**config.mk**
```make
export PLATFORM = sky130hd
export DESIGN_NAME = code_entry_key_decoder_unit
export DESIGN_NICKNAME = d
export VERILOG_FILES = /design/src/rtl/cekd_pkg.sv /design/src/rtl/cekd_decode.sv /design/src/rtl/code_entry_key_decoder_unit.sv
export SDC_FILE = /design/constraint.sdc
export NUM_CORES = 1
export LEC_CHECK = 0
export BUFFER_PORTS_ARGS = -buffer_cell sky130_fd_sc_hd__buf_2
export CELL_PAD_IN_SITES_DETAIL_PLACEMENT = 1
export CELL_PAD_IN_SITES_GLOBAL_PLACEMENT = 1
export CORE_UTILIZATION = 40
export CTS_CLUSTER_SIZE = 40
export DETAILED_ROUTE_END_ITERATION = 10
export GPL_TIMING_DRIVEN = 0
export PLACE_DENSITY = 0.66
export RECOVER_POWER = 100
export SYNTH_ARGS = -nofsm -noshare
export SYNTH_HDL_FRONTEND = slang
export SYNTH_SLANG_ARGS = --single-unit
```
**constraint.sdc**
```tcl
create_clock -name clk -period 4.18 [get_ports clk]
set_clock_uncertainty 0.1 [all_clocks]
set_input_delay 0.418 -clock clk [delete_from_list [all_inputs] [get_ports clk]]
set_output_delay 0.418 -clock clk [all_outputs]
set_load 0.01 [all_outputs]
```
**src/rtl/cekd_pkg.sv**
```systemverilog
package cekd_pkg;

	localparam int KEY_W   = 8;
	localparam int DIGIT_W = 4;
	localparam int COUNT_W = 2;
	localparam int STORE_N = 3;

	typedef logic [1:0] method_t;

	localparam method_t METHOD_PASS  = 2'd0;
	localparam method_t METHOD_HEX   = 2'd1;
	localparam method_t METHOD_QUWEI = 2'd2;

	localparam logic [KEY_W-1:0] KEY_BS   = 8'h08;
	localparam logic [KEY_W-1:0] KEY_DEL  = 8'h7f;
	localparam logic [KEY_W-1:0] KEY_CR   = 8'h0d;
	localparam logic [KEY_W-1:0] KEY_NAK  = 8'h15;
	localparam logic [KEY_W-1:0] HIGH_BIT = 8'h80;
	localparam logic [KEY_W-1:0] QW_BASE  = 8'ha0;
	localparam logic [KEY_W-1:0] QW_MUL   = 8'd10;

	localparam logic [COUNT_W-1:0] COUNT_FULL = 2'd3;

	typedef logic [STORE_N-1:0][DIGIT_W-1:0] digit_arr_t;

	typedef struct packed {
		logic               emit;
		logic               two;
		logic [KEY_W-1:0]   byte0;
		logic [KEY_W-1:0]   byte1;
		logic               store_we;
		logic [DIGIT_W-1:0] digit;
		logic [COUNT_W-1:0] count_next;
	} dec_t;

endpackage

```
**src/rtl/cekd_decode.sv**
```systemverilog
module cekd_decode (
	input  cekd_pkg::method_t              method,
	input  logic [cekd_pkg::KEY_W-1:0]     key,
	input  logic [cekd_pkg::COUNT_W-1:0]   count,
	input  cekd_pkg::digit_arr_t           store,
	output cekd_pkg::dec_t                 dec
);
	import cekd_pkg::*;

	logic               is_digit;
	logic [DIGIT_W-1:0] d;
	logic [KEY_W-1:0]   hb0;
	logic [KEY_W-1:0]   hb1;
	logic [KEY_W-1:0]   qb0;
	logic [KEY_W-1:0]   qb1;
	logic               entry_mode;

	assign entry_mode = (method == METHOD_HEX) || (method == METHOD_QUWEI);

	always_comb begin
		is_digit = 1'b0;
		d        = '0;
		if (key >= "0" && key <= "9") begin
			is_digit = 1'b1;
			d        = DIGIT_W'(key - 8'("0"));
		end else if (method == METHOD_HEX && key >= "a" && key <= "f") begin
			is_digit = 1'b1;
			d        = DIGIT_W'(key - 8'("a") + 8'd10);
		end else if (method == METHOD_HEX && key >= "A" && key <= "F") begin
			is_digit = 1'b1;
			d        = DIGIT_W'(key - 8'("A") + 8'd10);
		end
	end

	// hex code, high bit forced when first byte is below 0x80
	always_comb begin
		hb0 = {store[0], store[1]};
		hb1 = {store[2], d};
		if (!hb0[KEY_W-1]) begin
			hb0 = hb0 | HIGH_BIT;
			hb1 = hb1 | HIGH_BIT;
		end
	end

	assign qb0 = 8'(8'(store[0]) * QW_MUL + 8'(store[1]) + QW_BASE);
	assign qb1 = 8'(8'(store[2]) * QW_MUL + 8'(d) + QW_BASE);

	always_comb begin
		dec            = '0;
		dec.emit       = 1'b1;
		dec.byte0      = key;
		dec.digit      = d;
		dec.count_next = count;
		if (entry_mode) begin
			if (is_digit) begin
				if (count == COUNT_FULL) begin
					dec.two        = 1'b1;
					dec.byte0      = (method == METHOD_HEX) ? hb0 : qb0;
					dec.byte1      = (method == METHOD_HEX) ? hb1 : qb1;
					dec.count_next = '0;
				end else begin
					dec.emit       = 1'b0;
					dec.store_we   = 1'b1;
					dec.count_next = count + 2'd1;
				end
			end else if (key == KEY_BS || key == KEY_DEL) begin
				if (count != '0) begin
					dec.emit       = 1'b0;
					dec.count_next = count - 2'd1;
				end
			end else if (key == KEY_CR || key == KEY_NAK) begin
				if (count != '0) begin
					dec.emit       = 1'b0;
					dec.count_next = '0;
				end
			end
		end
	end

endmodule

```
**src/rtl/code_entry_key_decoder_unit.sv**
```systemverilog
// code entry key decoder
// keystroke bytes enter on the s_ side, one item per tdata byte. in pass-through
// mode every key goes out unchanged. in hex or qu-wei mode digit keys are held
// until the fourth one, which sends a two-byte code (first byte with tlast low,
// second with tlast high). backspace/DEL drop one held digit, CR/ctrl-U drop all;
// with nothing held these keys, like any other key, go out with tlast high.
// cfg_we writes the method (0 pass, 1 hex, 2 qu-wei) and clears held digits;
// write only while the block is idle.
// an accepted key is captured in the input register, decoded from it there, and
// its first output item is then registered in the output register.
// throughput: one key per cycle while m_tready stays high and keys give at
// most one output item; a code's two bytes share the single output port in turn.
// a stalled receiver fills the output register (and for a code its second-byte
// slot), then the input register, then s_tready drops; nothing is lost.
// reset clears the method to pass-through, the held digit count and all valids.
module code_entry_key_decoder_unit (
	input  logic                         clk,
	input  logic                         arst_n,
	input  logic                         cfg_we,
	input  cekd_pkg::method_t            cfg_wdata,
	input  logic                         s_tvalid,
	output logic                         s_tready,
	input  logic [cekd_pkg::KEY_W-1:0]   s_tdata,   // key
	output logic                         m_tvalid,
	input  logic                         m_tready,
	output logic [cekd_pkg::KEY_W-1:0]   m_tdata,   // out_byte
	output logic                         m_tlast    // last
);
	import cekd_pkg::*;

	method_t            method_q;
	logic [COUNT_W-1:0] count_q;
	digit_arr_t         store_q;

	logic               valid_s1;
	logic [KEY_W-1:0]   key_s1;

	logic               out_valid_q;
	logic [KEY_W-1:0]   out_byte_q;
	logic               out_last_q;
	logic               pend_valid_q;
	logic [KEY_W-1:0]   pend_byte_q;

	dec_t               dec;
	logic               out_free;
	logic               advance;
	logic               pop;

	cekd_decode u_decode (
		.method (method_q),
		.key    (key_s1),
		.count  (count_q),
		.store  (store_q),
		.dec    (dec)
	);

	assign pop      = out_valid_q && m_tready;
	assign out_free = !out_valid_q || (m_tready && !pend_valid_q);
	assign advance  = valid_s1 && (out_free || !dec.emit);
	assign s_tready = !valid_s1 || advance;

	always_ff @(posedge clk or negedge arst_n) begin
		if (!arst_n) begin
			valid_s1 <= 1'b0;
		end else if (s_tready) begin
			valid_s1 <= s_tvalid;
		end
	end

	always_ff @(posedge clk) begin
		if (s_tready && s_tvalid) begin
			key_s1 <= s_tdata;
		end
	end

	always_ff @(posedge clk or negedge arst_n) begin
		if (!arst_n) begin
			method_q <= METHOD_PASS;
			count_q  <= '0;
		end else if (cfg_we) begin
			method_q <= cfg_wdata;
			count_q  <= '0;
		end else if (advance) begin
			count_q <= dec.count_next;
		end
	end

	always_ff @(posedge clk) begin
		if (advance && dec.store_we) begin
			store_q[count_q] <= dec.digit;
		end
	end

	always_ff @(posedge clk or negedge arst_n) begin
		if (!arst_n) begin
			out_valid_q  <= 1'b0;
			pend_valid_q <= 1'b0;
		end else if (advance && dec.emit) begin
			out_valid_q  <= 1'b1;
			pend_valid_q <= dec.two;
		end else if (pop) begin
			out_valid_q  <= pend_valid_q;
			pend_valid_q <= 1'b0;
		end
	end

	always_ff @(posedge clk) begin
		if (advance && dec.emit) begin
			out_byte_q  <= dec.byte0;
			out_last_q  <= !dec.two;
			pend_byte_q <= dec.byte1;
		end else if (pop && pend_valid_q) begin
			out_byte_q <= pend_byte_q;
			out_last_q <= 1'b1;
		end
	end

	assign m_tvalid = out_valid_q;
	assign m_tdata  = out_byte_q;
	assign m_tlast  = out_last_q;

endmodule
```
==> impl_metrics.py <==
metrics = {
    "status": {
        "status": "finished with violations",
        "violations": "design-rule violations",
    },
    "logic_synthesis": {
        "yosysWarningCount": 0,
        "synth_simple_gate_area_share_pct": 14.40,
        "avgSynthCellArea_um2": 10.97,
        "synth_top_area_share_pct": 40.85,
        "synth-main-ff-cell": "edfxtp_1",
        "synth_xor_area_share_pct": 3.542,
        "synth_top_family_by_area": "simple AND/OR/NAND/NOR gates",
        "synth_cell_type_count": 50,
        "yosysSeqAreaShare_pct": 47.29,
        "ys_ff_latch": 44,
        "synth_fa_ha_area_share_pct": 13.52,
        "netlist_area_um2": 2720,
        "synthCells": 248,
        "synth_area_leaders": "edfxtp_1 41%, ha_1 11%, dfrtp_1 6.4%",
        "synth-edff-count": 37,
        "synth_fp_nets": 290,
        "muxShareOfSynthArea_pct": 2.714,
        "synth_compound_area_share_pct": 13.89,
        "synth-async-reset-ratio_pct": 15.91,
        "synth_top_area_cell": "edfxtp_1",
    },
    "floorplanning": {
        "die-area_um2": 7134,
        "ios": 26,
        "core_area_um2": 6459,
        "die_w_um": 84.47,
        "die_y_um": 84.47,
        "placementRows": 29,
        "initial_utilization_pct": 42.12,
    },
    "timing": {
        "layout_setup_ws_ns": 0.3499,
        "fin_crit_ns": 3.830,
        "setup_viol": 0,
        "finalHoldViolations": 0,
        "drv_slew": 0,
        "grt_setup_unrepaired": "false",
        "max_clock_freq_ghz": 0.2611,
        "relSlewSlack_pct": 24.96,
        "tightest_slew_ns": 1.114,
        "fin_crit_sh_pct": 91.63,
        "fin_setup_tns_ns": 0,
        "hold_ws_ns": 0.1843,
    },
    "routing": {
        "first_pass_iters": 7,
        "drt-total-wl_mm": 5.996,
        "avgViaCountPerCell": 5.479,
        "route.detailed.drc": 2,
        "vias": 1967,
        "detail-route-antenna-nets": 0,
        "wire_per_inst_um": 16.70,
        "drtIter0Drc": 67,
    },
    "clock_network": {
        "cts_tree": "built",
        "clock_sinks": 44,
        "clk_pin_slew_ns": 0.09,
        "numCtsBuffers": 5,
        "insertion_delay_ns": 0.31,
        "root_buffer": "clkbuf_8",
        "cts_setup_buffers": 0,
        "cts.path.max_buffers": 2,
        "htreeDepth": 2,
    },
    "grt": {
        "grt-ovfl-total": 0,
        "grt_max_degree": 18,
        "track_usage_pct": 18.46,
        "top_usage_layer": "met2",
        "grt_pass1_wl_mm": 10.07,
        "grt_pass1_vias": 2034,
        "gr-usage-met3_pct": 2.360,
        "grtUsageMet2_pct": 30.33,
        "grt_antenna_before_repair": 0,
        "globalRouteMet1Util_pct": 25.28,
    },
    "power_and_ir_drop": {
        "ir_drop_uv": 135.4,
        "power.total_mw": 1.009,
        "p_per_area_nw_per_um2": 331.9,
        "p_leak_nw": 1.206,
    },
    "worst_setup_path": {
        "critPathLaunchType": "register",
        "critPathArrivalTime_ns": 3.87,
        "cp-end-kind": "register",
        "path_class": "reg2reg",
        "path_max_fanout": 17,
        "required_ns": 4.22,
    },
    "final_layout": {
        "layout-drive-gt1-share_pct": 10.99,
        "nets": 323,
        "finish.utilization_pct": 47.06,
        "area_delta_synth_final_pct": 11.73,
        "n_antenna_cell": 0,
    },
    "place": {
        "hpwl_mm": 4.783,
        "place.gp.congestion": 0.7556,
        "post-place-ws_ns": 0.3046,
        "portBuffers": 25,
    },
    "min_path": {
        "hold_path.class": "in2reg",
    },
    "job": {
        "maxCapViolations": 0,
    },
}
## layout make-up
class                   instances  area, um^2
clock buffers                   5       68.82
repair buffers                 26       120.1
flip-flops and latches         44        1286
well taps                      77       96.34
multi-input cells             175        1303
clock inverters                 3       46.29
inverters                      24       92.59
plain buffers                   5       26.28
fillers                       744        3420
## report_power, final
group / leakage (nW) / internal, mW / switching [mW] / total, mW
clock network: 0.0548 / 0.180 / 0.162 / 0.342
registers: 0.451 / 0.513 / 0.0169 / 0.530
logic: 0.701 / 0.0503 / 0.0868 / 0.137
## per-layer routing
layer / share of wire (%) / wire, um / vias up
li1: - / - / 966
met1: 49 / 2910 / 957
met2: 47 / 2801 / 38
met3: 3.3 / 195 / 6
met4: 1.5 / 89 / 0
met5: 0 / 0 / -
## worst max-delay path, stage by stage, from the launching register on
cell	delay, ns
edfxtp_1	0.51
inv_1	0.16
ha_1	0.21
or3b_2	0.44
and4_1	0.25
a21oi_2	0.30
o2111ai_1	0.56
inv_4	0.16
clkbuf_1	0.60
nand3_1	0.22
o211ai_1	0.16
## synthesized netlist by cell type (4+ instances only)
master and count:
edfxtp_1 37, ha_1 23, inv_1 23, nand2_1 18, nor2_1 16, a21oi_1 15, o21ai_0 10, nand3_1 8
xnor2_1 8, dfrtp_1 7, nor2b_1 7, o211ai_1 5, a21o_1 4, fa_1 4, mux2i_1 4, nand2b_1 4
nor3_1 4
## final timing paths
kind                                  start     endpoint  slack (ns)  cells past startpoint
worst max-delay path              key_s1[0]   m_tdata[3]        0.35                     10
worst min-delay path             s_tdata[3]    key_s1[3]        0.18                      1
worst max register to register    key_s1[0]   m_tdata[3]        0.35                     10
worst min register to register  method_q[0]  method_q[0]        0.43                      1
max in group asynchronous            arst_n     valid_s1        3.25                      2
min in group asynchronous            arst_n  method_q[1]        0.44                      2
## registers in the layout (all words and copies together) (netlist names)
signal	cells
pend_byte_q	8
valid_s1	1
pend_valid_q	1
method_q	2
key_s1	8
store_q	12
m_tvalid	1
count_q	2
m_tlast	1
m_tdata	8
## cells in the final DEF (no fill, tap or decap), types with 2 or more instances in the layout
cell type	count
edfxtp_1	37
inv_1	23
ha_1	23
nand2_1	18
nor2_1	16
clkbuf_1	16
a21oi_1	15
buf_2	13
o21ai_0	10
nand3_1	8
xnor2_1	8
nor2b_1	7
dfrtp_1	7
o211ai_1	5
clkbuf_8	5
a21o_1	4
nand2b_1	4
nor3_1	4
mux2i_1	4
fa_1	4
and2_0	3
xor2_1	3
a31oi_1	3
a31o_2	2
a211o_1	2
or4b_1	2
or4_1	2
and3_1	2
a221o_1	2
o21bai_1	2
mux2_2	2
## logic make-up (layout without fill, tap and decap cells)
logic type | after synthesis | in the layout
AND/OR/NAND/NOR | 74 | 74
XOR/XNOR | 11 | 11
adder cells (fa/ha/maj) | 27 | 27
flip-flops | 44 | 44
buffers and inverters | 29 | 63
multiplexers | 7 | 7
AO/OA/AOI/OAI | 56 | 56
## stage by stage
step                instances  area (um^2)
finish                    359         3039
global route              359         3039
CTS                       359         3067
detailed placement        350         2942
global placement          350         2942
floorplan                 248         2720
## repair_timing
| action | CTS | global route |
|---|---|---|
| hold endpoints to repair | 7 | 0 |
| hold buffers | 1 | 0 |
| endpoints found under the setup margin | 0 | 1 |
| resized for setup | 0 | 1 |
Power figures use the tool's default switching activity.
